File: src/upi_pkg.sv
// Shared types, widths and constants of the unicycle pose integrator.
package upi_pkg;

    // Angle and rotation setup.
    localparam int ANGLE_BITS  = 16;
    localparam int TRIG_STEPS  = 16;
    localparam int TAB_LEN     = 24;
    localparam int CORDIC_N    = (TRIG_STEPS > TAB_LEN) ? TAB_LEN : TRIG_STEPS;
    localparam int STEP_W      = $clog2(CORDIC_N);
    localparam int TAB_IW      = $clog2(TAB_LEN);
    localparam int CORDIC_GAIN = 652032874;

    // Field widths.
    localparam int SPEED_W = 24;
    localparam int YAW_W   = 24;
    localparam int DT_W    = 16;
    localparam int DIST_W  = 31;
    localparam int EXT_ANG_W = 16;
    localparam int POS_W   = 32;

    // Datapath widths.
    localparam int XY_W    = 34;
    localparam int TRIG_W  = 33;
    localparam int MUL_A_W = 32;
    localparam int MUL_B_W = 17;
    localparam int PROD_W  = MUL_A_W + MUL_B_W;
    localparam int ACC_W   = 66;
    localparam int RATE_W  = SPEED_W + DT_W + 1;

    // Configuration port.
    localparam int CFG_IDX_W  = 2;
    localparam int CFG_DATA_W = 32;

    typedef enum logic [CFG_IDX_W-1:0] {
        CFG_START_X       = 2'd0,
        CFG_START_Y       = 2'd1,
        CFG_START_HEADING = 2'd2
    } t_cfg_idx;

    typedef enum logic {
        OP_MOVE    = 1'b0,
        OP_PROJECT = 1'b1
    } t_op;

    typedef enum logic [1:0] {
        MUL_COS_LO = 2'd0,
        MUL_COS_HI = 2'd1,
        MUL_SIN_LO = 2'd2,
        MUL_SIN_HI = 2'd3
    } t_mul_sel;

    // Arctangent of 2^-i as a 32-bit binary angle.
    localparam logic [31:0] ATAN_TAB [TAB_LEN] = '{
        32'd536870912, 32'd316933406, 32'd167458907, 32'd85004756,
        32'd42667331,  32'd21354465,  32'd10680862,  32'd5340245,
        32'd2670675,   32'd1335087,   32'd667544,    32'd333772,
        32'd166886,    32'd83443,     32'd41721,     32'd20860,
        32'd10430,     32'd5215,      32'd2607,      32'd1303,
        32'd651,       32'd325,       32'd162,       32'd81
    };

    typedef struct packed {
        logic              load;
        logic              rot;
        logic [STEP_W-1:0] step;
        logic              trig;
        logic              mul_en;
        t_mul_sel          mul_sel;
        logic              acc_first;
        logic              acc_add;
        logic              fin_x;
        logic              fin_y;
        logic              commit;
    } t_cmd;

endpackage

File: src/upi_if.sv
// Handshake channels for input words and result words.
interface upi_in_if;
    import upi_pkg::*;
    logic                        valid;
    logic                        ready;
    logic                        opcode;
    logic signed [SPEED_W-1:0]   speed;
    logic signed [YAW_W-1:0]     yaw_rate;
    logic [DT_W-1:0]             step_time;
    logic [DIST_W-1:0]           distance;
    logic [EXT_ANG_W-1:0]        direction;
    modport source (output valid, opcode, speed, yaw_rate, step_time, distance, direction,
                    input ready);
    modport sink   (input valid, opcode, speed, yaw_rate, step_time, distance, direction,
                    output ready);
endinterface

interface upi_out_if;
    import upi_pkg::*;
    logic                      valid;
    logic                      ready;
    logic signed [POS_W-1:0]   out_x;
    logic signed [POS_W-1:0]   out_y;
    logic [EXT_ANG_W-1:0]      out_heading;
    modport source (output valid, out_x, out_y, out_heading, input ready);
    modport sink   (input valid, out_x, out_y, out_heading, output ready);
endinterface

File: src/upi_ctrl.sv
// Controller that sequences rotation, multiply and commit for one word.
module upi_ctrl (
    input  logic          i_clk,
    input  logic          i_rst_n,
    input  logic          i_in_valid,
    output logic          o_in_ready,
    output logic          o_out_valid,
    input  logic          i_out_ready,
    output upi_pkg::t_cmd o_cmd
);
    import upi_pkg::*;

    typedef enum logic [2:0] {
        S_IDLE,
        S_ROT,
        S_TRIG,
        S_MUL,
        S_COMMIT
    } t_state;

    localparam logic [STEP_W-1:0] ROT_LAST = STEP_W'(CORDIC_N - 1);
    localparam logic [STEP_W-1:0] MUL_LAST = STEP_W'(5);

    t_state            r_state;
    logic [STEP_W-1:0] r_cnt;
    logic              r_out_valid;
    logic              slot_free;

    assign slot_free   = !r_out_valid || i_out_ready;
    assign o_in_ready  = (r_state == S_IDLE);
    assign o_out_valid = r_out_valid;

    always_comb begin
        o_cmd = '0;
        o_cmd.step    = r_cnt;
        o_cmd.mul_sel = MUL_COS_LO;
        unique case (r_state)
            S_IDLE: begin
                o_cmd.load = i_in_valid;
            end
            S_ROT: begin
                o_cmd.rot = 1'b1;
            end
            S_TRIG: begin
                o_cmd.trig = 1'b1;
            end
            S_MUL: begin
                // Two partial products per coordinate, each accumulated in the cycle after it is formed.
                case (r_cnt)
                    STEP_W'(0): begin
                        o_cmd.mul_en  = 1'b1;
                        o_cmd.mul_sel = MUL_COS_LO;
                    end
                    STEP_W'(1): begin
                        o_cmd.mul_en    = 1'b1;
                        o_cmd.mul_sel   = MUL_COS_HI;
                        o_cmd.acc_first = 1'b1;
                    end
                    STEP_W'(2): begin
                        o_cmd.mul_en  = 1'b1;
                        o_cmd.mul_sel = MUL_SIN_LO;
                        o_cmd.acc_add = 1'b1;
                    end
                    STEP_W'(3): begin
                        o_cmd.mul_en    = 1'b1;
                        o_cmd.mul_sel   = MUL_SIN_HI;
                        o_cmd.acc_first = 1'b1;
                        o_cmd.fin_x     = 1'b1;
                    end
                    STEP_W'(4): begin
                        o_cmd.acc_add = 1'b1;
                    end
                    STEP_W'(5): begin
                        o_cmd.fin_y = 1'b1;
                    end
                    default: begin
                    end
                endcase
            end
            S_COMMIT: begin
                o_cmd.commit = slot_free;
            end
            default: begin
            end
        endcase
    end

    always_ff @(posedge i_clk) begin
        if (!i_rst_n) begin
            r_state     <= S_IDLE;
            r_cnt       <= '0;
            r_out_valid <= 1'b0;
        end else begin
            if (o_cmd.commit) begin
                r_out_valid <= 1'b1;
            end else if (i_out_ready) begin
                r_out_valid <= 1'b0;
            end
            unique case (r_state)
                S_IDLE: begin
                    r_cnt <= '0;
                    if (i_in_valid) begin
                        r_state <= S_ROT;
                    end
                end
                S_ROT: begin
                    if (r_cnt == ROT_LAST) begin
                        r_cnt   <= '0;
                        r_state <= S_TRIG;
                    end else begin
                        r_cnt <= r_cnt + 1'b1;
                    end
                end
                S_TRIG: begin
                    r_state <= S_MUL;
                end
                S_MUL: begin
                    if (r_cnt == MUL_LAST) begin
                        r_cnt   <= '0;
                        r_state <= S_COMMIT;
                    end else begin
                        r_cnt <= r_cnt + 1'b1;
                    end
                end
                S_COMMIT: begin
                    if (slot_free) begin
                        r_state <= S_IDLE;
                    end
                end
                default: begin
                    r_state <= S_IDLE;
                end
            endcase
        end
    end

`ifndef SYNTH
    a_accept_starts_rot: assert property (@(posedge i_clk) disable iff (!i_rst_n)
        (i_in_valid && o_in_ready) |=> (r_state == S_ROT && r_cnt == '0))
        else $error("accepted word did not start rotation at step zero");

    a_rot_count_ends: assert property (@(posedge i_clk) disable iff (!i_rst_n)
        (r_state == S_ROT && r_cnt == ROT_LAST) |=> (r_state == S_TRIG))
        else $error("rotation did not end after the last step");

    a_commit_slot_free: assert property (@(posedge i_clk) disable iff (!i_rst_n)
        o_cmd.commit |-> (!r_out_valid || i_out_ready))
        else $error("commit would overwrite an untaken result");

    a_commit_shows_result: assert property (@(posedge i_clk) disable iff (!i_rst_n)
        o_cmd.commit |=> (o_out_valid && r_state == S_IDLE))
        else $error("result not presented after commit");
`endif

endmodule

File: src/upi_dp.sv
// Datapath: pose registers, shift-add sine/cosine, shared multiplier and saturation.
module upi_dp (
    input  logic                                  i_clk,
    input  logic                                  i_rst_n,
    input  upi_pkg::t_cmd                         i_cmd,
    input  logic                                  i_cfg_we,
    input  logic [upi_pkg::CFG_IDX_W-1:0]         i_cfg_idx,
    input  logic [upi_pkg::CFG_DATA_W-1:0]        i_cfg_data,
    input  logic                                  i_opcode,
    input  logic signed [upi_pkg::SPEED_W-1:0]    i_speed,
    input  logic signed [upi_pkg::YAW_W-1:0]      i_yaw_rate,
    input  logic [upi_pkg::DT_W-1:0]              i_step_time,
    input  logic [upi_pkg::DIST_W-1:0]            i_distance,
    input  logic [upi_pkg::EXT_ANG_W-1:0]         i_direction,
    output logic signed [upi_pkg::POS_W-1:0]      o_out_x,
    output logic signed [upi_pkg::POS_W-1:0]      o_out_y,
    output logic [upi_pkg::EXT_ANG_W-1:0]         o_out_heading
);
    import upi_pkg::*;

    localparam int SUM_W  = ACC_W - 30 + 1;
    localparam int FRAC_W = 32 - ANGLE_BITS;
    localparam logic signed [ACC_W-1:0] RND_HALF = ACC_W'(1) <<< 29;
    localparam logic signed [SUM_W-1:0] POS_MAX  = SUM_W'(2147483647);
    localparam logic signed [SUM_W-1:0] POS_MIN  = ~POS_MAX;

    function automatic logic signed [POS_W-1:0] sat_pos(input logic signed [SUM_W-1:0] v);
        logic signed [POS_W-1:0] res;
        if (v > POS_MAX) begin
            res = POS_W'(POS_MAX);
        end else if (v < POS_MIN) begin
            res = POS_W'(POS_MIN);
        end else begin
            res = POS_W'(v);
        end
        return res;
    endfunction

    // Pose state.
    logic signed [POS_W-1:0]      r_pose_x;
    logic signed [POS_W-1:0]      r_pose_y;
    logic [ANGLE_BITS-1:0]        r_pose_h;

    // Captured word.
    logic                         r_opcode;
    logic signed [SPEED_W-1:0]    r_speed;
    logic signed [YAW_W-1:0]      r_yaw_rate;
    logic [DT_W-1:0]              r_step_time;
    logic [DIST_W-1:0]            r_distance;

    // Rotation.
    logic signed [XY_W-1:0]       r_cx;
    logic signed [XY_W-1:0]       r_cy;
    logic signed [XY_W-1:0]       r_cz;
    logic [1:0]                   r_quad;
    logic signed [TRIG_W-1:0]     r_cos;
    logic signed [TRIG_W-1:0]     r_sin;

    // Multiply and accumulate.
    logic signed [MUL_A_W-1:0]    r_mul_a;
    logic [ANGLE_BITS-1:0]        r_inc;
    logic signed [PROD_W-1:0]     r_prod;
    logic signed [ACC_W-1:0]      r_acc;
    logic signed [POS_W-1:0]      r_sum_x;
    logic signed [POS_W-1:0]      r_sum_y;

    // Result.
    logic signed [POS_W-1:0]      r_out_x;
    logic signed [POS_W-1:0]      r_out_y;
    logic [EXT_ANG_W-1:0]         r_out_h;

    logic [31:0]                  angle;
    logic [31:0]                  angle_rnd;
    logic [1:0]                   quad;
    logic [31:0]                  resid;
    logic signed [XY_W-1:0]       x_sh;
    logic signed [XY_W-1:0]       y_sh;
    logic signed [XY_W-1:0]       atan_v;
    logic signed [XY_W-1:0]       cos_full;
    logic signed [XY_W-1:0]       sin_full;
    logic signed [RATE_W-1:0]     sp_dt;
    logic signed [RATE_W-1:0]     yr_dt;
    logic signed [SPEED_W:0]      dist_q;
    logic signed [TRIG_W-1:0]     trig_op;
    logic signed [MUL_B_W-1:0]    mul_b;
    logic signed [SUM_W-1:0]      delta;
    logic signed [SUM_W-1:0]      pose_sel;
    logic signed [SUM_W-1:0]      sum;
    logic [ANGLE_BITS-1:0]        head_next;
    logic [31:0]                  head_wide;
    logic [31:0]                  cfg_head;

    // Quadrant reduction leaves a residual in [-1/8, 1/8) turn.
    assign angle     = (i_opcode == OP_PROJECT) ? {i_direction, 16'b0}
                                                : {r_pose_h, FRAC_W'(0)};
    assign angle_rnd = angle + 32'h2000_0000;
    assign quad      = angle_rnd[31:30];
    assign resid     = angle - {quad, 30'b0};

    assign x_sh   = r_cx >>> i_cmd.step;
    assign y_sh   = r_cy >>> i_cmd.step;
    assign atan_v = XY_W'(ATAN_TAB[TAB_IW'(i_cmd.step)]);

    always_comb begin
        case (r_quad)
            2'd0: begin
                cos_full = r_cx;
                sin_full = r_cy;
            end
            2'd1: begin
                cos_full = -r_cy;
                sin_full = r_cx;
            end
            2'd2: begin
                cos_full = -r_cx;
                sin_full = -r_cy;
            end
            default: begin
                cos_full = r_cy;
                sin_full = -r_cx;
            end
        endcase
    end

    assign sp_dt  = r_speed * $signed({1'b0, r_step_time});
    assign yr_dt  = r_yaw_rate * $signed({1'b0, r_step_time});
    assign dist_q = sp_dt[RATE_W-1:16];

    assign trig_op = (i_cmd.mul_sel == MUL_SIN_LO || i_cmd.mul_sel == MUL_SIN_HI)
                     ? r_sin : r_cos;

    always_comb begin
        case (i_cmd.mul_sel) inside
            MUL_COS_LO, MUL_SIN_LO: mul_b = $signed({1'b0, trig_op[15:0]});
            default:                mul_b = trig_op[TRIG_W-1:16];
        endcase
    end

    assign delta    = SUM_W'($signed(r_acc[ACC_W-1:30]));
    assign pose_sel = i_cmd.fin_y ? SUM_W'(r_pose_y) : SUM_W'(r_pose_x);
    assign sum      = pose_sel + delta;

    assign head_next = (r_opcode == OP_PROJECT) ? r_pose_h : r_pose_h + r_inc;
    assign head_wide = {head_next, FRAC_W'(0)};
    assign cfg_head  = {i_cfg_data[EXT_ANG_W-1:0], 16'b0};

    always_ff @(posedge i_clk) begin
        if (!i_rst_n) begin
            r_pose_x <= '0;
            r_pose_y <= '0;
            r_pose_h <= '0;
        end else if (i_cfg_we) begin
            case (t_cfg_idx'(i_cfg_idx))
                CFG_START_X:       r_pose_x <= $signed(i_cfg_data[POS_W-1:0]);
                CFG_START_Y:       r_pose_y <= $signed(i_cfg_data[POS_W-1:0]);
                CFG_START_HEADING: r_pose_h <= cfg_head[31 -: ANGLE_BITS];
                default: begin
                end
            endcase
        end else if (i_cmd.commit) begin
            r_pose_h <= head_next;
            if (r_opcode == OP_MOVE) begin
                r_pose_x <= r_sum_x;
                r_pose_y <= r_sum_y;
            end
        end
    end

    always_ff @(posedge i_clk) begin
        if (i_cmd.load) begin
            r_opcode    <= i_opcode;
            r_speed     <= i_speed;
            r_yaw_rate  <= i_yaw_rate;
            r_step_time <= i_step_time;
            r_distance  <= i_distance;
            r_cx        <= XY_W'(CORDIC_GAIN);
            r_cy        <= '0;
            r_cz        <= XY_W'($signed(resid));
            r_quad      <= quad;
        end else if (i_cmd.rot) begin
            if (r_cz >= 0) begin
                r_cx <= r_cx - y_sh;
                r_cy <= r_cy + x_sh;
                r_cz <= r_cz - atan_v;
            end else begin
                r_cx <= r_cx + y_sh;
                r_cy <= r_cy - x_sh;
                r_cz <= r_cz + atan_v;
            end
        end

        if (i_cmd.trig) begin
            r_cos <= TRIG_W'(cos_full);
            r_sin <= TRIG_W'(sin_full);
        end

        // The captured word holds still until the next load, so these track it freely.
        r_mul_a <= (r_opcode == OP_PROJECT) ? MUL_A_W'($signed({1'b0, r_distance}))
                                            : MUL_A_W'(dist_q);
        r_inc   <= yr_dt[FRAC_W +: ANGLE_BITS];

        if (i_cmd.mul_en) begin
            r_prod <= r_mul_a * mul_b;
        end
        if (i_cmd.acc_first) begin
            r_acc <= ACC_W'(r_prod) + RND_HALF;
        end else if (i_cmd.acc_add) begin
            r_acc <= r_acc + (ACC_W'(r_prod) <<< 16);
        end
        if (i_cmd.fin_x) begin
            r_sum_x <= sat_pos(sum);
        end
        if (i_cmd.fin_y) begin
            r_sum_y <= sat_pos(sum);
        end

        if (i_cmd.commit) begin
            r_out_x <= r_sum_x;
            r_out_y <= r_sum_y;
            r_out_h <= head_wide[31:16];
        end
    end

    assign o_out_x       = r_out_x;
    assign o_out_y       = r_out_y;
    assign o_out_heading = r_out_h;

endmodule

File: src/unicycle_pose_integrator_core.sv
// Top level of the unicycle pose integrator: controller, datapath and channel wiring.
//
//   Channel   Direction  Contents
//   i_item    in         opcode, speed, yaw_rate, step_time, distance, direction
//   o_result  out        out_x, out_y, out_heading
//   i_cfg_*   in         write of start_x, start_y, start_heading (index 0..2)
//
// A word is taken only in the idle state and then runs, until the next acceptance,
// through an accept state, the 16 rotation steps of the sine/cosine unit, a
// latch of the quadrant-corrected pair, the shared 32x17 multiplier and
// accumulator, and a commit state. The result register frees the input
// side: a new word is taken while the previous result waits; commit waits only
// when that result is still untaken. Reset is synchronous and clears the pose.
module unicycle_pose_integrator_core (
    input  logic                              i_clk,
    input  logic                              i_rst_n,
    upi_in_if.sink                            i_item,
    upi_out_if.source                         o_result,
    input  logic                              i_cfg_we,
    input  logic [upi_pkg::CFG_IDX_W-1:0]     i_cfg_idx,
    input  logic [upi_pkg::CFG_DATA_W-1:0]    i_cfg_data
);
    import upi_pkg::*;

    t_cmd cmd;
    logic in_ready;
    logic out_valid;

    upi_ctrl u_ctrl (
        .i_clk       (i_clk),
        .i_rst_n     (i_rst_n),
        .i_in_valid  (i_item.valid),
        .o_in_ready  (in_ready),
        .o_out_valid (out_valid),
        .i_out_ready (o_result.ready),
        .o_cmd       (cmd)
    );

    upi_dp u_dp (
        .i_clk         (i_clk),
        .i_rst_n       (i_rst_n),
        .i_cmd         (cmd),
        .i_cfg_we      (i_cfg_we),
        .i_cfg_idx     (i_cfg_idx),
        .i_cfg_data    (i_cfg_data),
        .i_opcode      (i_item.opcode),
        .i_speed       (i_item.speed),
        .i_yaw_rate    (i_item.yaw_rate),
        .i_step_time   (i_item.step_time),
        .i_distance    (i_item.distance),
        .i_direction   (i_item.direction),
        .o_out_x       (o_result.out_x),
        .o_out_y       (o_result.out_y),
        .o_out_heading (o_result.out_heading)
    );

    assign i_item.ready   = in_ready;
    assign o_result.valid = out_valid;

endmodule
File: src/flat_wrapper.sv
// flat-port wrapper written by rule: the top's interface ports become plain ports
module unicycle_pose_integrator_core_flat import upi_pkg::*;
  (i_clk, i_rst_n, i_cfg_we, i_cfg_idx, i_cfg_data, i_item_valid, i_item_opcode, i_item_speed, i_item_yaw_rate, i_item_step_time, i_item_distance, i_item_direction, i_item_ready, o_result_valid, o_result_out_x, o_result_out_y, o_result_out_heading, o_result_ready);
  upi_in_if i_item_i ();
  upi_out_if o_result_i ();
  input  logic i_clk;
  input  logic i_rst_n;
  input  logic i_cfg_we;
  input  logic [upi_pkg::CFG_IDX_W-1:0] i_cfg_idx;
  input  logic [upi_pkg::CFG_DATA_W-1:0] i_cfg_data;
  input wire logic [$bits(i_item_i.valid)-1:0] i_item_valid;
  input wire logic [$bits(i_item_i.opcode)-1:0] i_item_opcode;
  input wire logic [$bits(i_item_i.speed)-1:0] i_item_speed;
  input wire logic [$bits(i_item_i.yaw_rate)-1:0] i_item_yaw_rate;
  input wire logic [$bits(i_item_i.step_time)-1:0] i_item_step_time;
  input wire logic [$bits(i_item_i.distance)-1:0] i_item_distance;
  input wire logic [$bits(i_item_i.direction)-1:0] i_item_direction;
  output wire logic [$bits(i_item_i.ready)-1:0] i_item_ready;
  output wire logic [$bits(o_result_i.valid)-1:0] o_result_valid;
  output wire logic [$bits(o_result_i.out_x)-1:0] o_result_out_x;
  output wire logic [$bits(o_result_i.out_y)-1:0] o_result_out_y;
  output wire logic [$bits(o_result_i.out_heading)-1:0] o_result_out_heading;
  input wire logic [$bits(o_result_i.ready)-1:0] o_result_ready;
  assign i_item_i.valid = i_item_valid;
  assign i_item_i.opcode = i_item_opcode;
  assign i_item_i.speed = i_item_speed;
  assign i_item_i.yaw_rate = i_item_yaw_rate;
  assign i_item_i.step_time = i_item_step_time;
  assign i_item_i.distance = i_item_distance;
  assign i_item_i.direction = i_item_direction;
  assign i_item_ready = i_item_i.ready;
  assign o_result_valid = o_result_i.valid;
  assign o_result_out_x = o_result_i.out_x;
  assign o_result_out_y = o_result_i.out_y;
  assign o_result_out_heading = o_result_i.out_heading;
  assign o_result_i.ready = o_result_ready;
  unicycle_pose_integrator_core u_core (.i_clk(i_clk), .i_rst_n(i_rst_n), .i_item(i_item_i), .o_result(o_result_i), .i_cfg_we(i_cfg_we), .i_cfg_idx(i_cfg_idx), .i_cfg_data(i_cfg_data));
endmodule
File: config.mk
export PLATFORM = sky130hd
export DESIGN_NAME = unicycle_pose_integrator_core_flat
export DESIGN_NICKNAME = d
export VERILOG_FILES = /design/src/upi_pkg.sv /design/src/upi_if.sv /design/src/upi_ctrl.sv /design/src/upi_dp.sv /design/src/unicycle_pose_integrator_core.sv /design/src/flat_wrapper.sv
export SDC_FILE = /design/constraint.sdc
export NUM_CORES = 2
export LEC_CHECK = 0
export BUFFER_PORTS_ARGS = -buffer_cell sky130_fd_sc_hd__buf_2
export CELL_PAD_IN_SITES_DETAIL_PLACEMENT = 1
export CELL_PAD_IN_SITES_GLOBAL_PLACEMENT = 1
export CORE_MARGIN = 2
export CORE_UTILIZATION = 55
export DETAILED_ROUTE_END_ITERATION = 8
export PLACE_DENSITY = 0.87
export SYNTH_ARGS = -nofsm -noshare
export SYNTH_HDL_FRONTEND = slang
export SYNTH_SLANG_ARGS = --single-unit
export TNS_END_PERCENT = 10
File: constraint.sdc
create_clock -name i_clk -period 30.3 [get_ports i_clk]
set_input_delay 6.06 -clock i_clk [delete_from_list [all_inputs] [get_ports i_clk]]
set_output_delay 6.06 -clock i_clk [all_outputs]
set_load 0.01 [all_outputs]
## Word level (Yosys, flattened, before mapping)

Memory sizes are Yosys's and may differ from the RTL's.
Cells that the tools add are included.

- $add $sub $neg: 15
- Multiplexer cells: 50
- $mul: 3
- Shift operators: 2
- Reductions and logical operators: 20
- Equality and inequality tests: 24
- Magnitude comparators: 4
- Bitwise operators: 1

Operators by type and width:

| kind | count |
|---|---|
| two-way mux 32 bit | 13 |
| one-hot mux 33 bit (3 select lines) | 2 |
| two-way mux 34 bit | 5 |
| two-way mux 66 bit | 2 |
| adder 34 bit | 2 |
| >>> shifter 34 x 4 -> 34 bit | 2 |
| subtractor 34 bit | 2 |
| adder 66 x 65 -> 66 bit | 1 |
| negator 33 bit | 2 |
| two-way mux 16 bit | 4 |
| adder 49 x 31 -> 50 bit (second input constant) | 1 |
| multiplier 32 x 17 -> 49 bit | 1 |
| multiplier 24 x 17 -> 41 bit | 1 |
| adder 37 x 36 -> 37 bit | 1 |
| greater-than comparator 37 x 32 -> 1 bit (second input constant) | 1 |
| < comparator 37 x 32 -> 1 bit (second input constant) | 1 |
| two-way mux 37 bit | 1 |
| adder 34 x 33 -> 34 bit | 1 |
| >= comparator 34 x 1 -> 1 bit (second input constant) | 1 |
| subtractor 34 x 33 -> 34 bit | 1 |
| two-way mux 33 bit | 1 |
| adder 32 x 30 -> 32 bit (second input constant) | 1 |
| multiplier 24 x 17 -> 32 bit | 1 |
| subtractor 32 bit | 1 |
| 35 further kinds | 70 |

- Bits of input ports: 151
- Register bits after elaboration: 661
- ROM bits: 1024
- Output and inout bits: 82
- Word-level logic and storage cells: 147
- Memories kept: 1

Memories:

| name | words | width | read ports | clocked after Yosys merged registers in | wr ports | line | RTL |
|---|---|---|---|---|---|---|---|
| (no name shown) | 32 | 32 | 1 | 0 | 0 | upi_dp.sv:102 | `assign atan_v = XY_W'(ATAN_TAB[TAB_IW'(i_cmd.step)]);` |

## Depth between registers and ports, before layout

- Word-level depth: 9
- Depth in mapped cells: 42
- Depth with buffers taken out: 32

## Hierarchy

Synthesis repeated with hierarchy kept, for this count alone.

- Cells, all modules: 8897
- Area total of the unflattened synthesis: 83606.4 sq um

Modules (own cells, without submodules):

| module | times used | seq. area each (sq um) | area each (sq um) | cells an instance |
|---|---|---|---|---|
| upi_dp | 1 | 17166.5 | 83048.4 | 8832 |
| upi_ctrl | 1 | 160.2 | 558.0 | 65 |

## Least setup slack after synthesis

No wires, ideal clock.

- Path kind: register to register
- Start: register u_core.u_ctrl.r_cnt[0]
- End: register u_core.u_dp.r_prod[45] (data pin)
- Data arrival time: 9.746 ns
- Setup time: 0.195 ns
- Cell stages (with the launch flop): 38
- Period minus slack after synthesis: 9.941 ns
- Setup slack: 20.359 ns
- Path buffers: 11
- Required time: 30.105 ns
- Path through: dfxtp_1 buf_4 inv_1 buf_2 buf_2 buf_2 buf_2 buf_1 buf_1 ha_1 clkbuf_1 o21a_1 clkbuf_1 buf_2 mux2i_1 o21ai_0 clkbuf_1 nand2_1 [... 2 more ...] fa_1 fa_1 fa_1 fa_1 inv_1 fa_1 inv_1 ha_1 a21o_1 a21o_1 a211oi_1 o211ai_1 a21oi_1 nor3_1 or3b_2 a41oi_1 o31ai_1 o311ai_0

- Longest elaborated chain between the ends: 8
- Elaborated cells on any way between the ends: 14
- Those cells by class: mul: 1; eq/ne: 5; mux: 4; reduce/logical: 4

RTL lines:

| what | line | RTL |
|---|---|---|
| from (decl) | upi_ctrl.sv:25 | `logic [STEP_W-1:0] r_cnt;` |
| from (signal assigned) | upi_ctrl.sv:111 | `r_cnt <= r_cnt + 1'b1;` |
| from (signal assigned) | upi_ctrl.sv:122 | `r_cnt <= r_cnt + 1'b1;` |
| == test 4 x 2 -> 1 bit, or another cell as far along | upi_ctrl.sv:49 | `case (r_cnt)` |
| one-hot mux 3 bit (4 select lines) (*) | upi_ctrl.sv:49 |  |
| two-way mux 7 bit (*) | upi_ctrl.sv:37 | `unique case (r_state)` |
| == test 2 bit | upi_dp.sv:129 | `assign trig_op = (i_cmd.mul_sel == MUL_SIN_LO \|\| i_cmd.mul_sel == MUL_SIN_HI)` |
| logical OR 1 bit | upi_dp.sv:129 |  |
| two-way mux 33 bit | upi_dp.sv:130 | `? r_sin : r_cos;` |
| two-way mux 17 bit (*) | upi_dp.sv:133 | `case (i_cmd.mul_sel) inside` |
| multiplier 32 x 17 -> 49 bit (*) | upi_dp.sv:203 | `r_prod <= r_mul_a * mul_b;` |
| to (signal assigned) | upi_dp.sv:203 |  |
| to (decl) | upi_dp.sv:62 | `logic signed [PROD_W-1:0] r_prod;` |

Every way passes the cells marked *; elsewhere a longest branch is shown, timed or not.
A chain may end at the register's enable or synchronous reset.

## Final worst setup path

- Start: register u_core.u_ctrl.r_cnt[1]
- End: register u_core.u_dp.r_prod[46] (data pin)

Same word-level chain as after synthesis.

==> results.sh <==
export IMPL_seq_area_frac_synth_pct=20.7
export IMPL_endpoint_kind="register"
export IMPL_setup_violations=0
export IMPL_cts_clk_slew_worst_paths_ps=60
export IMPL_final_common_cell="inv_1"
export IMPL_status="finished clean"
export IMPL_dp_slack_ps=19390
export IMPL_syn_area_per_cell_um2=9.36
export IMPL_cts_hold_buf=0
export IMPL_area_growth_pct=6.54
export IMPL_clock_path_buffers=3
export IMPL_antenna_found_initial=18
export IMPL_synth_simple_gate_area_share_pct=15.0
export IMPL_hold_path_class="reg2reg"
export IMPL_insertion_delay_ps=750
export IMPL_coreArea_um2=152000
export IMPL_cts_setup_buffers=0
export IMPL_grt_start_max_net_pins=100
export IMPL_start_util_pct=55.3
export IMPL_path_max_fanout=57
export IMPL_synth_flop_cell="edfxtp_1"
export IMPL_crit_start="u_core.u_ctrl.r_cnt[1]"
export IMPL_clkSinkCount=645
export IMPL_synthArstFlopShare_pct=0
export IMPL_layout_drive_gt1_share_pct=7.20
export IMPL_synthesis_area_um2=83900
export IMPL_syn_nets=10817
export IMPL_fmax_mhz=90.5
export IMPL_synth_top_family_by_area="adder cells"
export IMPL_hold_start="u_core.u_dp.r_sum_x[30]"
export IMPL_grt_pass1_vias=78586
export IMPL_routed_via_density=6.27
export IMPL_ys_warn_count=0
export IMPL_synth_edff_count=441
export IMPL_crit_path_frequent_cell="fa_1"
export IMPL_post_drt_wl_per_cell_um=27.0
export IMPL_hold_viol=0
export IMPL_die_h_um=395
export IMPL_overflow=0
export IMPL_fin_crit_sh_pct=36.5
export IMPL_die_x_um=395
export IMPL_grt_total_usage_pct=38.4
export IMPL_post_route_min_period_ps=11050
export IMPL_max_slew_margin_rel_pct=7.67
export IMPL_cp_arrival_ps=11520
export IMPL_drtAntennaViolNets=0
export IMPL_grt_setup_unrepaired="no"
export IMPL_hold_ws_ps=449
export IMPL_layout_nets=10770
export IMPL_r2r_slack_ps=19250
export IMPL_fp_row_count=143
export IMPL_h_tree_depth=3
export IMPL_synth_xor_area_share_pct=4.78
export IMPL_layout_common_cells="inv_1, fa_1, nand2_1"
export IMPL_portBuffers=232
export IMPL_grt_pass1_wl_um=459000
export IMPL_drv_cap=0
export IMPL_die_area_um2=156000
export IMPL_vias=69051
export IMPL_synth_compound_area_share_pct=10.3
export IMPL_cts_tree="yes"
export IMPL_max_stage_delay_ps=930
export IMPL_tns_ps=0
export IMPL_cp_start_kind="register"
export IMPL_crit_reg2reg_launch="u_core.u_ctrl.r_cnt[1]"
export IMPL_crit_slowest_cell="nor2_1"
export IMPL_drtIter0Drc=5305
export IMPL_synth_cell_type_count=99
export IMPL_synthMuxAreaShare_pct=4.59
export IMPL_synthAdderAreaFrac_pct=36.2
export IMPL_worst_slack_ps=19250
export IMPL_drv_slew=0
export IMPL_cts_resized=0
export IMPL_required_ps=30770
export IMPL_drtPass1Iterations=6
export IMPL_synth_seq_cells=645
export IMPL_drc=0
export IMPL_ios=233
export IMPL_root_buffer="clkbuf_16"
export IMPL_crit_type="reg2reg"
export IMPL_numCtsBuffers=79
export IMPL_routed_wirelength_um=298000
export IMPL_fin_skew_ps=36.7
export IMPL_place_hpwl_um=218000
export IMPL_gp_congestion=0.956
export IMPL_tightest_slew_ps=1370
export IMPL_synth_cells=8960
synth_stat cells, types with 41 or more instances:
cell,number,area share [%]
a211oi_1,104,0.93
a21oi_1,370,2.2
a21o_1,170,1.5
and2_1,546,4.1
edfxtp_1,441,16
nand2_1,1198,5.4
fa_1,1199,29
xor2_1,164,1.7
ha_1,507,7.6
and3_1,43,0.32
xnor2_1,294,3.1
dfxtp_1,204,4.9
nand2b_1,81,0.60
mux2_2,51,0.68
clkbuf_1,388,1.7
inv_1,1382,6.2
mux4_2,53,1.4
mux2i_1,148,1.8
nand3_1,88,0.53
nor2b_1,49,0.37
nor2_1,387,1.7
a31oi_1,41,0.31
or3_1,46,0.34
nor3_1,98,0.58
o21ai_0,358,2.1
layer usage:
metal / track usage (%) / wire length (um)
met4: 25.7 / 23300
met1: 44.4 / 106000
met2: 65.1 / 145000
met3: 7.12 / 23500
met5: 0 / 96
state kept, by name, summed over array words and instances, names as in the netlist, 24 cells and up:
| register | count |
|---|---|
| u_core.u_dp.r_cos | 33 |
| u_core.u_dp.r_mul_a | 32 |
| u_core.u_dp.r_sum_x | 32 |
| u_core.u_dp.r_speed | 24 |
| u_core.u_dp.r_prod | 49 |
| u_core.u_dp.r_cz | 34 |
| u_core.u_dp.r_sum_y | 32 |
| u_core.u_dp.r_distance | 31 |
| u_core.u_dp.r_sin | 33 |
| u_core.u_dp.r_cy | 34 |
| u_core.u_dp.r_acc | 50 |
| u_core.u_dp.r_pose_y | 32 |
| u_core.u_dp.r_cx | 34 |
| u_core.u_dp.o_out_x | 32 |
| u_core.u_dp.r_yaw_rate | 24 |
| u_core.u_dp.r_pose_x | 32 |
| u_core.u_dp.o_out_y | 32 |
area by class of cell:
cell class                      count  area (um2)
Timing Repair Buffer              331        1910
Multi-Input combinational cell   6471       59600
Inverter                         1385        5200
Sequential cell                   645       17300
Fill cell                       17090       62400
Clock buffer                       99        2120
Antenna cell                        7        17.5
Tap cell                         2030        2540
Clock inverter                     42         648
worst paths after layout:
| check | cells after the start | endpoint |
|---|---|---|
| hold reg to reg | 0 | u_core.u_dp.o_out_x[30] |
| hold / removal | 0 | u_core.u_dp.o_out_x[30] |
| setup reg to reg | 30 | u_core.u_dp.r_prod[46] |
| setup / recovery | 30 | u_core.u_dp.r_prod[46] |
critical path: cells and delay by family (launching register included):
kind	cells	cell delay, ps
AO/OA/AOI/OAI	11	3150
adder cells (fa/ha/maj)	8	3950
buffers and inverters	6	1150
flip-flops	1	850
AND/OR/NAND/NOR	5	1630
cells by family after synthesis:
| group | Yosys count |
|---|---|
| AOI/OAI and AO/OA | 1374 |
| buffers and inverters | 1844 |
| DFF | 645 |
| muxes | 276 |
| xor gates and xnor gates | 458 |
| and+or+nand+nor | 2657 |
| adders and majority gates | 1706 |
metrics by stage:
step	instance area (um2)	utilization (%)	cells
floorplan	83900	-	8960
global placement	86600	57.1	10862
finish	89400	58.9	11010
CTS	89400	58.9	11003
detailed placement	86600	57.1	10862
global route	89400	58.9	11007
Power is left out: the tool's default activity adds up to more than one toggle a clock period on the data nets, which glitch-free logic cannot reach.
